--- src/hw/rtl/sbia_pkg.sv ---
`timescale 1ns / 1ps

package sbia_pkg;

  // adc sample width, fixed by the sample ports
  localparam int ADC_BITS = 12;
  localparam int CNT_W    = 16;

  // register map, index = paddr / 4
  localparam int REG_IDX_W = 3;
  localparam logic [REG_IDX_W-1:0] REG_AUTO_MODE_MAX    = 3'd0;
  localparam logic [REG_IDX_W-1:0] REG_ON_MODE_MAX      = 3'd1;
  localparam logic [REG_IDX_W-1:0] REG_DUSK_THRESH      = 3'd2;
  localparam logic [REG_IDX_W-1:0] REG_DAY_THRESH       = 3'd3;
  localparam logic [REG_IDX_W-1:0] REG_DUSK_DELAY_TICKS = 3'd4;
  localparam logic [REG_IDX_W-1:0] REG_DAY_DELAY_TICKS  = 3'd5;

  localparam logic [ADC_BITS-1:0] RST_AUTO_MODE_MAX    = 12'd1351;
  localparam logic [ADC_BITS-1:0] RST_ON_MODE_MAX      = 12'd2703;
  localparam logic [ADC_BITS-1:0] RST_DUSK_THRESH      = 12'd2048;
  localparam logic [ADC_BITS-1:0] RST_DAY_THRESH       = 12'd3276;
  localparam logic [CNT_W-1:0]    RST_DUSK_DELAY_TICKS = 16'd100;
  localparam logic [CNT_W-1:0]    RST_DAY_DELAY_TICKS  = 16'd200;

  typedef enum logic [1:0] {
    PH_IDLE  = 2'd0,
    PH_ARMED = 2'd1,
    PH_RUN   = 2'd2
  } phase_t;

  typedef struct packed {
    logic [ADC_BITS-1:0] auto_mode_max;
    logic [ADC_BITS-1:0] on_mode_max;
    logic [ADC_BITS-1:0] dusk_thresh;
    logic [ADC_BITS-1:0] day_thresh;
    logic [CNT_W-1:0]    dusk_delay_ticks;
    logic [CNT_W-1:0]    day_delay_ticks;
  } cfg_t;

  typedef struct packed {
    logic ignition_ready;
    logic engine_lamp;
    logic buzzer_on;
    logic welcome_pulse;
    logic inhibit_report;
    logic driver_seat_missing;
    logic passenger_seat_missing;
    logic driver_belt_missing;
    logic passenger_belt_missing;
    logic started_pulse;
    logic stopped_pulse;
  } ign_res_t;

endpackage

--- src/hw/rtl/sbia_ignition.sv ---
`timescale 1ns / 1ps

module sbia_ignition (
  input  logic              clk,
  input  logic              rst_n,
  input  logic              adv,
  input  logic              driver_seated,
  input  logic              passenger_seated,
  input  logic              driver_belted,
  input  logic              passenger_belted,
  input  logic              start_button,
  output sbia_pkg::ign_res_t res
);
  import sbia_pkg::*;

  phase_t phase_r, phase_nxt, ph_eff;
  logic   ready_r, ready_nxt;
  logic   engine_r, engine_nxt;
  logic   buzzer_r, buzzer_nxt;
  logic   bwp_r, bwp_nxt;
  logic   reported_r, reported_nxt;
  logic   greeted_r, greeted_nxt;
  logic   all_set;

  assign all_set = driver_seated & passenger_seated & driver_belted & passenger_belted;
  // unused phase code behaves as idle
  assign ph_eff  = (phase_r == PH_ARMED || phase_r == PH_RUN) ? phase_r : PH_IDLE;

  // next phase
  always_comb begin
    unique case (ph_eff)
      PH_IDLE:  phase_nxt = (start_button && all_set) ? PH_ARMED : PH_IDLE;
      PH_ARMED: phase_nxt = PH_RUN;
      PH_RUN:   phase_nxt = (!start_button && bwp_r) ? PH_IDLE : PH_RUN;
      default:  phase_nxt = PH_IDLE;
    endcase
  end

  // lamps, pulses and flags
  always_comb begin
    res          = '0;
    greeted_nxt  = greeted_r | driver_seated;
    ready_nxt    = (ph_eff != PH_RUN) ? all_set : ready_r;
    engine_nxt   = engine_r;
    buzzer_nxt   = buzzer_r;
    bwp_nxt      = bwp_r;
    reported_nxt = reported_r;
    res.welcome_pulse = driver_seated & ~greeted_r;
    unique case (ph_eff)
      PH_IDLE: begin
        if (start_button && !all_set) begin
          buzzer_nxt = 1'b1;
          if (!reported_r) begin
            reported_nxt               = 1'b1;
            res.inhibit_report         = 1'b1;
            res.driver_seat_missing    = ~driver_seated;
            res.passenger_seat_missing = ~passenger_seated;
            res.driver_belt_missing    = ~driver_belted;
            res.passenger_belt_missing = ~passenger_belted;
          end
        end
      end
      PH_ARMED: begin
        ready_nxt         = 1'b0;
        engine_nxt        = 1'b1;
        buzzer_nxt        = 1'b0;
        bwp_nxt           = 1'b0;
        res.started_pulse = 1'b1;
      end
      PH_RUN: begin
        if (start_button) begin
          bwp_nxt = 1'b1;
        end else if (bwp_r) begin
          bwp_nxt           = 1'b0;
          engine_nxt        = 1'b0;
          res.stopped_pulse = 1'b1;
        end
      end
      default: ;
    endcase
    res.ignition_ready = ready_nxt;
    res.engine_lamp    = engine_nxt;
    res.buzzer_on      = buzzer_nxt;
  end

  always_ff @(posedge clk) begin
    if (!rst_n) begin
      phase_r    <= PH_IDLE;
      ready_r    <= 1'b0;
      engine_r   <= 1'b0;
      buzzer_r   <= 1'b0;
      bwp_r      <= 1'b0;
      reported_r <= 1'b0;
      greeted_r  <= 1'b0;
    end else if (adv) begin
      phase_r    <= phase_nxt;
      ready_r    <= ready_nxt;
      engine_r   <= engine_nxt;
      buzzer_r   <= buzzer_nxt;
      bwp_r      <= bwp_nxt;
      reported_r <= reported_nxt;
      greeted_r  <= greeted_nxt;
    end
  end

endmodule

--- src/hw/rtl/sbia_headlight.sv ---
`timescale 1ns / 1ps

module sbia_headlight #(
  parameter int AVG_SAMPLES = 10
) (
  input  logic                          clk,
  input  logic                          rst_n,
  input  logic                          adv,
  input  logic                          engine_run,
  input  logic [sbia_pkg::ADC_BITS-1:0] mode_sample,
  input  logic [sbia_pkg::ADC_BITS-1:0] light_sample,
  input  sbia_pkg::cfg_t                cfg,
  output logic                          lights_on
);
  import sbia_pkg::*;

  localparam int SUM_W = ADC_BITS + $clog2(AVG_SAMPLES);
  localparam int IDX_W = (AVG_SAMPLES > 1) ? $clog2(AVG_SAMPLES) : 1;
  localparam logic [SUM_W-1:0] AVG_N    = SUM_W'(AVG_SAMPLES);
  localparam logic [IDX_W-1:0] IDX_LAST = IDX_W'(AVG_SAMPLES - 1);

  logic [ADC_BITS-1:0] win_r [AVG_SAMPLES];
  logic [IDX_W-1:0]    idx_r, idx_nxt;
  logic [SUM_W-1:0]    sum_r, sum_nxt;
  logic [CNT_W-1:0]    dark_r, dark_nxt, dark_inc;
  logic [CNT_W-1:0]    bright_r, bright_nxt, bright_inc;
  logic                lights_r, lights_nxt;
  logic [SUM_W-1:0]    dusk_th, day_th;
  logic                auto_sel, win_we;

  assign dusk_th    = SUM_W'(cfg.dusk_thresh) * AVG_N;
  assign day_th     = SUM_W'(cfg.day_thresh) * AVG_N;
  assign auto_sel   = engine_run && (mode_sample <= cfg.auto_mode_max);
  assign win_we     = adv && auto_sel;
  assign sum_nxt    = sum_r - SUM_W'(win_r[idx_r]) + SUM_W'(light_sample);
  assign idx_nxt    = (idx_r == IDX_LAST) ? '0 : idx_r + IDX_W'(1);
  assign dark_inc   = (dark_r == '1) ? dark_r : dark_r + CNT_W'(1);
  assign bright_inc = (bright_r == '1) ? bright_r : bright_r + CNT_W'(1);

  always_comb begin
    dark_nxt   = dark_r;
    bright_nxt = bright_r;
    lights_nxt = 1'b0;
    if (auto_sel) begin
      lights_nxt = lights_r;
      if (sum_nxt <= dusk_th) begin
        dark_nxt = dark_inc;
        if (dark_inc >= cfg.dusk_delay_ticks) begin
          dark_nxt   = '0;
          bright_nxt = '0;
          lights_nxt = 1'b1;
        end
      end else if (sum_nxt <= day_th) begin
        dark_nxt   = '0;
        bright_nxt = '0;
      end else begin
        bright_nxt = bright_inc;
        if (bright_inc >= cfg.day_delay_ticks) begin
          dark_nxt   = '0;
          bright_nxt = '0;
          lights_nxt = 1'b0;
        end
      end
    end else if (engine_run) begin
      lights_nxt = (mode_sample <= cfg.on_mode_max);
    end
  end

  assign lights_on = lights_nxt;

  always_ff @(posedge clk) begin
    if (!rst_n) begin
      lights_r <= 1'b0;
      dark_r   <= '0;
      bright_r <= '0;
      idx_r    <= '0;
      sum_r    <= '0;
    end else if (adv) begin
      lights_r <= lights_nxt;
      dark_r   <= dark_nxt;
      bright_r <= bright_nxt;
      if (auto_sel) begin
        idx_r <= idx_nxt;
        sum_r <= sum_nxt;
      end
    end
  end

  // averaging window, cleared by reset
  always_ff @(posedge clk) begin
    if (!rst_n) begin
      for (int i = 0; i < AVG_SAMPLES; i++) begin
        win_r[i] <= '0;
      end
    end else if (win_we) begin
      win_r[idx_r] <= light_sample;
    end
  end

endmodule

--- src/hw/rtl/seatbelt_ignition_and_auto_headlight_top.sv ---
`timescale 1ns / 1ps

// Seatbelt-interlocked ignition with automatic headlights. Each input
// transaction is one tick of seat, belt and start-button levels plus the mode
// potentiometer and ambient light samples; each tick returns exactly one
// result transaction with the lamp levels after the tick and the one-tick
// welcome, inhibit-report and start/stop pulses. A tick is captured in an
// input register, all of its work is done in one pass of short logic, and
// the result lands in an output register, so the block takes one transaction
// per clock while results are taken, each via the input and output registers.
// in_ready drops only while the output register holds a result that the
// consumer has not taken. Headlight thresholds and hysteresis delays sit in
// an APB register file (byte address 4*i, registers in the order auto mode
// max, on mode max, dusk level, day level, dusk delay, day delay); write
// them only while the block is idle. AVG_SAMPLES sets the depth of the light
// averaging window; the window is cleared by reset, so no clearing pass runs.
module seatbelt_ignition_and_auto_headlight_top #(
  parameter int AVG_SAMPLES = 10
) (
  input  logic                          clk,
  input  logic                          rst_n,
  // input transaction
  input  logic                          in_valid,
  output logic                          in_ready,
  input  logic                          in_driver_seated,
  input  logic                          in_passenger_seated,
  input  logic                          in_driver_belted,
  input  logic                          in_passenger_belted,
  input  logic                          in_start_button,
  input  logic [sbia_pkg::ADC_BITS-1:0] in_mode_sample,
  input  logic [sbia_pkg::ADC_BITS-1:0] in_light_sample,
  // result transaction
  output logic                          out_valid,
  input  logic                          out_ready,
  output logic                          out_ignition_ready,
  output logic                          out_engine_lamp,
  output logic                          out_buzzer_on,
  output logic                          out_headlights_on,
  output logic                          out_welcome_pulse,
  output logic                          out_inhibit_report,
  output logic                          out_driver_seat_missing,
  output logic                          out_passenger_seat_missing,
  output logic                          out_driver_belt_missing,
  output logic                          out_passenger_belt_missing,
  output logic                          out_started_pulse,
  output logic                          out_stopped_pulse,
  // register port
  input  logic                          psel,
  input  logic                          penable,
  input  logic                          pwrite,
  input  logic [4:0]                    paddr,
  input  logic [31:0]                   pwdata,
  output logic [31:0]                   prdata,
  output logic                          pready
);
  import sbia_pkg::*;

  typedef struct packed {
    logic                driver_seated;
    logic                passenger_seated;
    logic                driver_belted;
    logic                passenger_belted;
    logic                start_button;
    logic [ADC_BITS-1:0] mode_sample;
    logic [ADC_BITS-1:0] light_sample;
  } in_item_t;

  cfg_t             cfg_r;
  logic [REG_IDX_W-1:0] reg_idx;
  logic             reg_we;

  in_item_t         s1_r;
  logic             s1_valid_r;
  logic             s1_adv;

  ign_res_t         ign_res;
  logic             lights_on;

  ign_res_t         res_r;
  logic             lights_r;
  logic             out_valid_r, out_valid_nxt;

  // ---------------------------------------------------------------------------
  // register file, zero-wait APB
  // ---------------------------------------------------------------------------
  assign pready  = 1'b1;
  assign reg_idx = paddr[4:2];
  assign reg_we  = psel & penable & pwrite;

  always_ff @(posedge clk) begin
    if (!rst_n) begin
      cfg_r.auto_mode_max    <= RST_AUTO_MODE_MAX;
      cfg_r.on_mode_max      <= RST_ON_MODE_MAX;
      cfg_r.dusk_thresh      <= RST_DUSK_THRESH;
      cfg_r.day_thresh       <= RST_DAY_THRESH;
      cfg_r.dusk_delay_ticks <= RST_DUSK_DELAY_TICKS;
      cfg_r.day_delay_ticks  <= RST_DAY_DELAY_TICKS;
    end else if (reg_we) begin
      unique case (reg_idx)
        REG_AUTO_MODE_MAX:    cfg_r.auto_mode_max    <= pwdata[ADC_BITS-1:0];
        REG_ON_MODE_MAX:      cfg_r.on_mode_max      <= pwdata[ADC_BITS-1:0];
        REG_DUSK_THRESH:      cfg_r.dusk_thresh      <= pwdata[ADC_BITS-1:0];
        REG_DAY_THRESH:       cfg_r.day_thresh       <= pwdata[ADC_BITS-1:0];
        REG_DUSK_DELAY_TICKS: cfg_r.dusk_delay_ticks <= pwdata[CNT_W-1:0];
        REG_DAY_DELAY_TICKS:  cfg_r.day_delay_ticks  <= pwdata[CNT_W-1:0];
        default: ;  // unmapped addresses ignore writes
      endcase
    end
  end

  // read mux
  always_comb begin
    unique case (reg_idx)
      REG_AUTO_MODE_MAX:    prdata = 32'(cfg_r.auto_mode_max);
      REG_ON_MODE_MAX:      prdata = 32'(cfg_r.on_mode_max);
      REG_DUSK_THRESH:      prdata = 32'(cfg_r.dusk_thresh);
      REG_DAY_THRESH:       prdata = 32'(cfg_r.day_thresh);
      REG_DUSK_DELAY_TICKS: prdata = 32'(cfg_r.dusk_delay_ticks);
      REG_DAY_DELAY_TICKS:  prdata = 32'(cfg_r.day_delay_ticks);
      default:              prdata = '0;
    endcase
  end

  // ---------------------------------------------------------------------------
  // input register; the tick is processed when the output register can take it
  // ---------------------------------------------------------------------------
  assign s1_adv   = s1_valid_r & (~out_valid_r | out_ready);
  assign in_ready = ~s1_valid_r | s1_adv;

  always_ff @(posedge clk) begin
    if (!rst_n) begin
      s1_valid_r <= 1'b0;
    end else if (in_ready) begin
      s1_valid_r <= in_valid;
    end
  end

  always_ff @(posedge clk) begin
    if (in_valid && in_ready) begin
      s1_r.driver_seated    <= in_driver_seated;
      s1_r.passenger_seated <= in_passenger_seated;
      s1_r.driver_belted    <= in_driver_belted;
      s1_r.passenger_belted <= in_passenger_belted;
      s1_r.start_button     <= in_start_button;
      s1_r.mode_sample      <= in_mode_sample;
      s1_r.light_sample     <= in_light_sample;
    end
  end

  // ---------------------------------------------------------------------------
  // single pass: ignition sequence, then headlights from the new engine state
  // ---------------------------------------------------------------------------
  sbia_ignition u_ignition (
    .clk              (clk),
    .rst_n            (rst_n),
    .adv              (s1_adv),
    .driver_seated    (s1_r.driver_seated),
    .passenger_seated (s1_r.passenger_seated),
    .driver_belted    (s1_r.driver_belted),
    .passenger_belted (s1_r.passenger_belted),
    .start_button     (s1_r.start_button),
    .res              (ign_res)
  );

  sbia_headlight #(
    .AVG_SAMPLES (AVG_SAMPLES)
  ) u_headlight (
    .clk          (clk),
    .rst_n        (rst_n),
    .adv          (s1_adv),
    .engine_run   (ign_res.engine_lamp),
    .mode_sample  (s1_r.mode_sample),
    .light_sample (s1_r.light_sample),
    .cfg          (cfg_r),
    .lights_on    (lights_on)
  );

  // ---------------------------------------------------------------------------
  // output register
  // ---------------------------------------------------------------------------
  always_comb begin
    out_valid_nxt = out_valid_r;
    if (s1_adv) begin
      out_valid_nxt = 1'b1;
    end else if (out_ready) begin
      out_valid_nxt = 1'b0;
    end
  end

  always_ff @(posedge clk) begin
    if (!rst_n) begin
      out_valid_r <= 1'b0;
    end else begin
      out_valid_r <= out_valid_nxt;
    end
  end

  always_ff @(posedge clk) begin
    if (s1_adv) begin
      res_r    <= ign_res;
      lights_r <= lights_on;
    end
  end

  assign out_valid                  = out_valid_r;
  assign out_ignition_ready         = res_r.ignition_ready;
  assign out_engine_lamp            = res_r.engine_lamp;
  assign out_buzzer_on              = res_r.buzzer_on;
  assign out_headlights_on          = lights_r;
  assign out_welcome_pulse          = res_r.welcome_pulse;
  assign out_inhibit_report         = res_r.inhibit_report;
  assign out_driver_seat_missing    = res_r.driver_seat_missing;
  assign out_passenger_seat_missing = res_r.passenger_seat_missing;
  assign out_driver_belt_missing    = res_r.driver_belt_missing;
  assign out_passenger_belt_missing = res_r.passenger_belt_missing;
  assign out_started_pulse          = res_r.started_pulse;
  assign out_stopped_pulse          = res_r.stopped_pulse;

  // ---------------------------------------------------------------------------
  // checks
  // ---------------------------------------------------------------------------

  // start and stop never land on the same tick
  a_start_stop_excl: assert property (@(posedge clk) disable iff (!rst_n)
    out_valid_r |-> !(res_r.started_pulse && res_r.stopped_pulse))
    else $error("start and stop pulses in one result");

  // reason flags only travel with the report
  a_reasons_with_report: assert property (@(posedge clk) disable iff (!rst_n)
    (out_valid_r && !res_r.inhibit_report) |->
      !(res_r.driver_seat_missing || res_r.passenger_seat_missing ||
        res_r.driver_belt_missing || res_r.passenger_belt_missing))
    else $error("reason flag without inhibit report");

  // headlights are dark whenever the engine is off
  a_lights_need_engine: assert property (@(posedge clk) disable iff (!rst_n)
    (out_valid_r && lights_r) |-> res_r.engine_lamp)
    else $error("headlights on with engine off");

  // ready lamp is dark while the engine runs
  a_ready_dark_running: assert property (@(posedge clk) disable iff (!rst_n)
    (out_valid_r && res_r.engine_lamp) |-> !res_r.ignition_ready)
    else $error("ready lamp lit with engine running");

  // a stalled result is not overwritten
  a_result_held: assert property (@(posedge clk) disable iff (!rst_n)
    (out_valid_r && !out_ready) |=> (out_valid_r && $stable(res_r) && $stable(lights_r)))
    else $error("pending result changed");

endmodule
--- config.mk ---
export PLATFORM = sky130hd
export DESIGN_NAME = seatbelt_ignition_and_auto_headlight_top
export DESIGN_NICKNAME = d
export VERILOG_FILES = /design/src/hw/rtl/sbia_pkg.sv /design/src/hw/rtl/sbia_ignition.sv /design/src/hw/rtl/sbia_headlight.sv /design/src/hw/rtl/seatbelt_ignition_and_auto_headlight_top.sv
export SDC_FILE = /design/constraint.sdc
export NUM_CORES = 1
export LEC_CHECK = 0
export BUFFER_PORTS_ARGS = -buffer_cell sky130_fd_sc_hd__clkbuf_2
export CAP_MARGIN = 20
export CORE_ASPECT_RATIO = 2
export CORE_MARGIN = 8
export CORE_UTILIZATION = 35
export DETAILED_ROUTE_END_ITERATION = 8
export GPL_TIMING_DRIVEN = 0
export PLACE_DENSITY = 0.48
export SETUP_SLACK_MARGIN = 0.2
export SYNTH_ARGS = -nofsm -noshare
export SYNTH_HDL_FRONTEND = slang
export SYNTH_HIERARCHICAL = 1
export SYNTH_SLANG_ARGS = --single-unit
--- constraint.sdc ---
create_clock -name clk -period 16.6 [get_ports clk]
set_input_delay 2.49 -clock clk [delete_from_list [all_inputs] [get_ports clk]]
set_output_delay 2.49 -clock clk [all_outputs]
set_load 0.005 [all_outputs]
**After elaboration in Yosys (flattened, before gate mapping)**

Memory sizes are Yosys's and may differ from the RTL's. A register that Yosys moved wholly into a read port is not among the register bits.
Index checks and enable logic that the tools add are counted.

- Register bits after elaboration: 184
- Word-level logic and storage cells: 161
- Memories kept: 1
- Bits in writable memories: 120
- Bits of input ports: 73
- Output and inout port bits: 47

- Muxes and demuxes: 45
- Equality and inequality tests: 14
- Magnitude comparators: 6
- Add/subtract/negate cells: 5
- Bitwise logic cells: 20
- Reductions and logical operators: 29
- Multipliers: 2

Memory list:

| memory | depth | bits a word | rd ports | clocked after Yosys merged registers in | write ports | RTL line | text |
|---|---|---|---|---|---|---|---|
| u_headlight.win_r | 10 | 12 | 1 | 1 | 10 | sbia_headlight.sv:22 | `logic [ADC_BITS-1:0] win_r [AVG_SAMPLES];` |

Operators with widths:

| kind | number |
|---|---|
| $mux 16 | 10 |
| $pmux 16 s6 | 1 |
| $add 16x1->16 const B | 2 |
| $eq 16x16->1 const B | 2 |
| $ge 16x16->1 | 2 |
| $le 16x16->1 | 2 |
| $mul 12x3->15 const B | 2 |
| $le 12x12->1 | 2 |
| $mux 1 | 22 |
| $reduce_and 2->1 | 9 |
| $add 16x12->16 | 1 |
| $mux 4 | 4 |
| $sub 16x12->16 | 1 |
| $mux 12 | 1 |
| $reduce_or 12->1 | 1 |
| $not 1->1 | 10 |
| $reduce_and 3->1 | 3 |
| $and 1x1->1 | 7 |
| $eq 3x2->1 const B | 2 |
| $eq 3x3->1 const B | 2 |
| $logic_and 1x1->1 | 6 |
| $pmux 1 s2 | 3 |
| $pmux 2 s3 | 1 |
| $mux 5 | 1 |
| 16 further kinds | 24 |

**Depth between registers and ports, before layout**

Gate-level depths: netlist (run 1).

- Word-level depth: 12
- Gate-level depth with buffers: 26
- Mapped depth without buffers: 23

**Modules after synthesis**

Netlist (run 1), hierarchy kept.

By module, submodules not included:

| module | instances | cells each | area an instance (um^2) | seq. area each (um^2) |
|---|---|---|---|---|
| sbia_headlight | 1 | 1374 | 15028.2 | 6906.6 |
| seatbelt_ignition_and_auto_headlight_top | 1 | 472 | 5173.7 | 2872.8 |
| sbia_ignition | 1 | 72 | 558.0 | 160.2 |

**Worst setup path after synthesis (run 1)**

Ideal clock, no wire load.

- Path type: reg-to-reg
- Start point: register with a tool-made name
- End point: register u_headlight.dark_r[3]
- Path buffers: 3
- Required time: 16.530 ns
- Cell stages (with the launch flop): 25
- Setup slack: 10.068 ns
- Arrival: 6.462 ns
- Path through: dfxtp_1 > buf_2 > buf_1 > mux4_2 > mux4_2 > fa_1 > inv_1 > ha_1 > a211oi_1 > o21ai_0 > and3_1 > o31a_1 > a221oi_2 > xnor2_1 > xnor2_1 > ha_1 > nand4_1 > nor3_1 > o31a_1 > o41ai_4 > a221o_1 > o21ai_1 > buf_2 > o21ai_0 > a21oi_1

RTL lines:

| what | RTL line | text |
|---|---|---|
| end signal, assigned | sbia_headlight.sv:80 | `dark_r <= dark_nxt;` |
| end, declared | sbia_headlight.sv:25 | `logic [CNT_W-1:0] dark_r, dark_nxt, dark_inc;` |

==> results of run 1 <==
-- power by group through the flow --
stage                     logic (mW)  registers [mW]  clock network [mW]
after floorplan                0.128            1.04                   0
after global placement         0.192            1.05                   0
after detailed placement       0.197            1.05                   0
after CTS                      0.198            1.03               0.991
after global routing           0.215            1.03                1.02
final                          0.195            1.03               0.966
-- registers in the layout, indices dropped and copies added (netlist names), 2 cells and up, named ones only --
register	count
u_headlight/sum_r	16
u_headlight/idx_r	4
s1_r	29
u_headlight/dark_r	16
u_ignition/phase_r	2
u_headlight/win_r	192
u_headlight/bright_r	16
cfg_r	80
-- cell usage after synthesis (all sizes together), types with 32 or more instances --
cell / count / area (sq um)
buf: 54 / 330
nor3: 33 / 170
mux4: 60 / 1350
o21ai: 55 / 275
a21oi: 101 / 509
nor2: 172 / 661
nand3: 76 / 380
edfxtp: 233 / 7000
clkbuf: 48 / 181
mux2i: 72 / 721
ha: 147 / 1840
dfxtp: 147 / 2940
nor2b: 34 / 213
nand4: 32 / 215
nand2: 193 / 739
inv: 158 / 593
-- stage by stage --
step                       util  hold WS (ns)
after floorplan               -         0.432
after global placement    0.377         0.447
after detailed placement  0.380         0.453
after CTS                 0.403         0.463
after global routing      0.404         0.488
final                     0.404         0.460
-- layer usage --
| layer | global-route usage | up-vias | part of all wire |
|---|---|---|---|
| li1 | - | 7209 | - |
| met1 | 0.162 | 7315 | 0.32 |
| met2 | 0.381 | 390 | 0.58 |
| met3 | 0.0289 | 163 | 0.038 |
| met4 | 0.111 | 0 | 0.061 |
| met5 | 0 | - | 0 |
-- worst max-delay path, stage by stage (launching register included) --
cell	delay, ns
dfxtp_1	0.36
clkbuf_1	0.69
clkbuf_1	0.78
mux4_2	0.43
mux4_2	0.53
fa_1	0.56
inv_1	0.06
ha_1	0.30
a211oi_1	0.35
o21ai_0	0.23
and3_1	0.22
o31a_1	0.34
a221oi_2	0.28
xnor2_1	0.20
xnor2_1	0.17
ha_1	0.32
nand4_1	0.12
nor3_1	0.45
o31a_1	0.33
o41ai_4	0.19
a221o_1	0.39
o21ai_1	0.72
nor2_1	0.34
a32o_1	0.31
-- path summary, 6_finish.rpt --
| check | start | end | slack (ns) | depth (start not counted) |
|---|---|---|---|---|
| max | flop | u_headlight/dark_r[0] | 7.77 | 23 |
| min | u_headlight/sum_r[10] | u_headlight/sum_r[10] | 0.46 | 2 |
| max reg2reg | flop | u_headlight/dark_r[0] | 7.77 | 23 |
| min reg2reg | u_headlight/sum_r[10] | u_headlight/sum_r[10] | 0.46 | 2 |
-- cell type report --
cell class	count	area, sq um	area share
plain buffers	102	512	0.0216
repair buffers	95	559	0.0236
well taps	768	961	0.0405
inverters	159	597	0.0251
clock buffers	45	1040	0.0438
clock inverters	27	344	0.0145
flip-flops and latches	380	9940	0.419
multi-input cells	1292	9790	0.412
-- cells by family (layout without fill, tap and decap cells) --
logic type,Yosys count,in the layout
and+or+nand+nor,619,619
muxes,154,154
AOI/OAI and AO/OA,295,295
other,2,17
xor gates and xnor gates,46,46
DFF,380,380
adders and majority gates,161,161
buffers and inverters,261,428
==> results_dict.tcl, run 1 <==
set metrics [dict create \
    h-tree-depth 2 \
    area_growth_pct 14.3 \
    seqPwrFrac 0.470 \
    layout-drive-gt1-share 0.154 \
    fillers 5709 \
    layout_min_cycle_time_ns 8.83 \
    ys_ff_latch 380 \
    synth_xor_area_frac 0.0194 \
    fin_cells 2868 \
    viasPerCell 5.26 \
    tightest_slew_ns 1.00 \
    fmax_ghz 0.113 \
    firstDrtPassIters 5 \
    syn_area_sq_um 20800 \
    async_reset_ff_frac 0 \
    drtIter0Drc 831 \
    worst-path-max-fanout 10 \
    dieWidth_um 188 \
    synth-simple-area-share 0.142 \
    synth_compound_area_frac 0.0919 \
    ios 120 \
    period_share 0.532 \
    power_density_nw_per_um2 92.3 \
    power_frac_comb 0.089 \
    grt_pass1_wl_um 95400 \
    startpoint_type "flop" \
    leakagePower_nw 9.12 \
    synthFlopType "edfxtp_1" \
    synth_fa_ha_area_frac 0.102 \
    final_nets 2303 \
    setup_ws_ns 7.77 \
    place_area_sq_um 22300 \
    mostFrequentLayoutCell "edfxtp_1" \
    cts.sinks 380 \
    port_buffers 83 \
    wire_per_inst_um 22.5 \
    fin_area_sq_um 23700 \
    synth_cells 1918 \
    maxSlewViolCount 0 \
    synth_edf_count 233 \
    rsz0062_at_grt "no" \
    cts_tree "yes" \
    dp.cells 2795 \
    grt_usage 0.186 \
    n_antenna_cell 0 \
    sw_frac_of_total 0.244 \
    cts_setup_buffers 0 \
    routed_wl_um 64500 \
    start_util 0.353 \
    clock-skew-final_ns 0.0203 \
    grt_pass1_vias 15700 \
    post-route-drc-count 0 \
    crit_arrival_ns 9.27 \
    p_sw_mw 0.534 \
    worstSkewPairLatency_ns 0.57 \
    synth_area_per_cell_sq_um 10.8 \
    hold_viol_final 0 \
    synth_top_family_by_area "simple AND/OR/NAND/NOR gates" \
    clockBufferDepth 3 \
    post_cts_resized 0 \
    place_ws_ns 7.71 \
    rows 126 \
    ys_seq_area_frac 0.479 \
    fin_tns_setup_ns 0 \
    synthMuxAreaShare 0.112 \
    ant_nets 0 \
    gp_congestion 0.931 \
    final_cell_mix "edfxtp_1, nand2_1, nor2_1" \
    antenna_found_initial 1 \
    crit_required_ns 17.04 \
    clock-root-buffer "clkbuf_16" \
    yosysUniqueCellTypes 85 \
    die_area_sq_um 67800 \
    cts_buffers 39 \
    p_int_mw 1.66 \
    grt_max_degree 18 \
    grt_overflow 0 \
    max_slew_margin 0.333 \
    yosys_warnings 6 \
    dp_hpwl_um 52400 \
    postCtsHoldBufs 0 \
    min_path_type "reg2reg" \
    cp-end-kind "flop" \
    clkPwrFrac 0.441 \
    die-height_um 360 \
    via_count 15100 \
    coreArea_sq_um 58800 \
    power.total_mw 2.19 \
    ir_drop_uv 96.1 \
    critPathKind "reg2reg" \
    path_clk_slew_ns 0.07 \
    finalSetupViolCount 0 \
    drv_cap 0 \
    status "finished, final reports clean" \
]
No activity file was read; power rests on OpenSTA's default activity.
==> inputs of run 2 (changes only) <==
- clock period: 16.6 -> 8.68 ns (I/O delays scaled with it)
==> run 2 against run 1 <==
Effect of this change:
- clock skew fell by 0.00068 ns
- highest routed layer unchanged
- die area unchanged
- maximum frequency up 9.0%
- clock power increased by 92%
- hold slack about the same
- utilization is essentially flat
- critical endpoint is now u_headlight/dark_r[3]
- via count shrank 0.26%
- global-route usage is essentially flat
- first-iteration DRC count decreased by 7.1%
==> results_dict.tcl, run 2 (synthesized netlist as in run 1, its figures left out) <==
set metrics [dict create \
    status "finished, final reports clean" \
    dp_hpwl_um 52400 \
    power_density_nw_per_um2 176 \
    reg.largest.list "u_headlight/win_r (192), cfg_r (80), s1_r (29)" \
    die-height_um 360 \
    routed_wl_um 64400 \
    max_slew_margin 0.344 \
    cts_buffers 39 \
    grt_pass1_vias 15700 \
    ff_latch_area_sq_um 9940 \
    final_cell_mix "edfxtp_1, nand2_1, nor2_1" \
    clock-skew-final_ns 0.0196 \
    worst-path-max-fanout 10 \
    grt_overflow 0 \
    power.total_mw 4.19 \
    drtIter0Drc 772 \
    final_nets 2303 \
    drv_cap 0 \
    cts.sinks 380 \
    worstPathCellList "buf_2 > buf_2 > mux4_2 > mux4_2 > fa_1 > inv_1 > ha_1 > a211oi_1 > o21ai_0 > and3_1 > o31a_1 > a221oi_2 > xnor2_1 > xnor2_1 > ha_1 > nand4_1 > nor3_1 > o31a_1 > o41ai_4 > a221o_1 > o21ai_2 > buf_2 > o21ai_0 > a21oi_1" \
    multiInputGateArea_sq_um 9790 \
    fillers 5707 \
    period_share 0.934 \
    dieWidth_um 188 \
    layout_min_cycle_time_ns 8.10 \
    grt_usage 0.186 \
    finalSetupViolCount 0 \
    mostFrequentLayoutCell "edfxtp_1" \
    rsz0062_at_grt "no" \
    area_growth_pct 14.4 \
    fin_area_sq_um 23700 \
    grt_pass1_wl_um 95300 \
    grt_max_degree 18 \
    clock-root-buffer "clkbuf_16" \
    place_area_sq_um 22300 \
    reg2regPathDepth 24 \
    coreArea_sq_um 58800 \
    critPathKind "reg2reg" \
    slowest_delay_ns 0.58 \
    start_util 0.353 \
    via_count 15000 \
    wire_per_inst_um 22.5 \
    clockBufferDepth 3 \
    n_antenna_cell 0 \
    path_common_cell "buf_2" \
    gp_congestion 0.931 \
    tightest_slew_ns 0.983 \
    maxSlewViolCount 0 \
    firstDrtPassIters 5 \
    post-route-drc-count 0 \
    antenna_found_initial 1 \
    ir_drop_uv 183 \
    h-tree-depth 2 \
    hold_viol_final 0 \
    layout-drive-gt1-share 0.156 \
    regMostFlops "u_headlight/win_r" \
    rows 126 \
    slowest_stage "mux4_2" \
    hold_depth 2 \
    cp-end-kind "flop" \
    crit_arrival_ns 8.58 \
    ios 120 \
    min_path_type "reg2reg" \
    leakagePower_nw 9.13 \
    fmax_ghz 0.123 \
    postCtsHoldBufs 0 \
    viasPerCell 5.24 \
    path_clk_slew_ns 0.07 \
    die_area_sq_um 67800 \
    worstSkewPairLatency_ns 0.57 \
    crit_required_ns 9.16 \
    largest_reg_flops 192 \
    ant_nets 0 \
    cts_tree "yes" \
    startpoint_type "flop" \
    port_buffers 83 \
]
-- run 2: through the flow --
step | TNS, ns | hold WS [ns] | utilization | worst slack [ns] | instances
3_5_place_dp | -2.60 | 0.453 | 0.380 | -0.213 | 2795
6_report | 0 | 0.460 | 0.404 | 0.575 | 2868
5_1_grt | 0 | 0.488 | 0.404 | 0.219 | 2868
3_3_place_gp | -3.68 | 0.447 | 0.377 | -0.278 | 2784
2_1_floorplan | 0 | 0.432 | - | 2.15 | 1933
4_1_cts | 0 | 0.463 | 0.404 | 0.337 | 2867
-- run 2: power breakdown --
group	switching, mW	internal, mW	leakage, nW	total (mW)
clock network	0.766	1.08	0.684	1.85
registers	0.0205	1.95	3.26	1.97
logic	0.233	0.141	5.19	0.374
total	1.02	3.17	9.13	4.19
-- run 2: final cells by class --
class | count | share of cell area
plain buffers | 102 | 0.0218
clock buffers | 45 | 0.0438
clock inverters | 27 | 0.0145
inverters | 159 | 0.0251
multi-input cells | 1292 | 0.412
flip-flops and latches | 380 | 0.419
well taps | 768 | 0.0405
repair buffers | 95 | 0.0236
-- run 2: timing repair --
| item | CTS | global route |
|---|---|---|
| resized for setup | 5 | 3 |
| buffers inserted | 0 | 0 |
| setup endpoints to repair | 19 | 17 |
-- run 2: worst max-delay path, delay by kind of cell, from the launching register on --
kind | cells | cell delay [ns]
buffers and inverters | 4 | 1.28
adders and majority gates | 3 | 1.18
AOI/OAI and AO/OA | 10 | 2.87
muxes | 2 | 1.13
DFF | 1 | 0.35
xor gates and xnor gates | 2 | 0.37
and+or+nand+nor | 3 | 0.79
-- run 2: path summary, 6_finish.rpt --
| check | start | end | slack (ns) |
|---|---|---|---|
| worst max-delay path | flop | u_headlight/dark_r[3] | 0.58 |
| worst min-delay path | u_headlight/sum_r[10] | u_headlight/sum_r[10] | 0.46 |
| worst max register to register | flop | u_headlight/dark_r[3] | 0.58 |
| worst min register to register | u_headlight/sum_r[10] | u_headlight/sum_r[10] | 0.46 |
-- run 2: layer usage --
layer  vias up  GRT usage  wire (um)  share of wire
li1       7212          -          -              -
met1      7278      0.162      20700           0.32
met2       381      0.381      37300           0.58
met3       167     0.0288       2450          0.038
met4         0      0.111       3970          0.062
met5         -          0          0              0
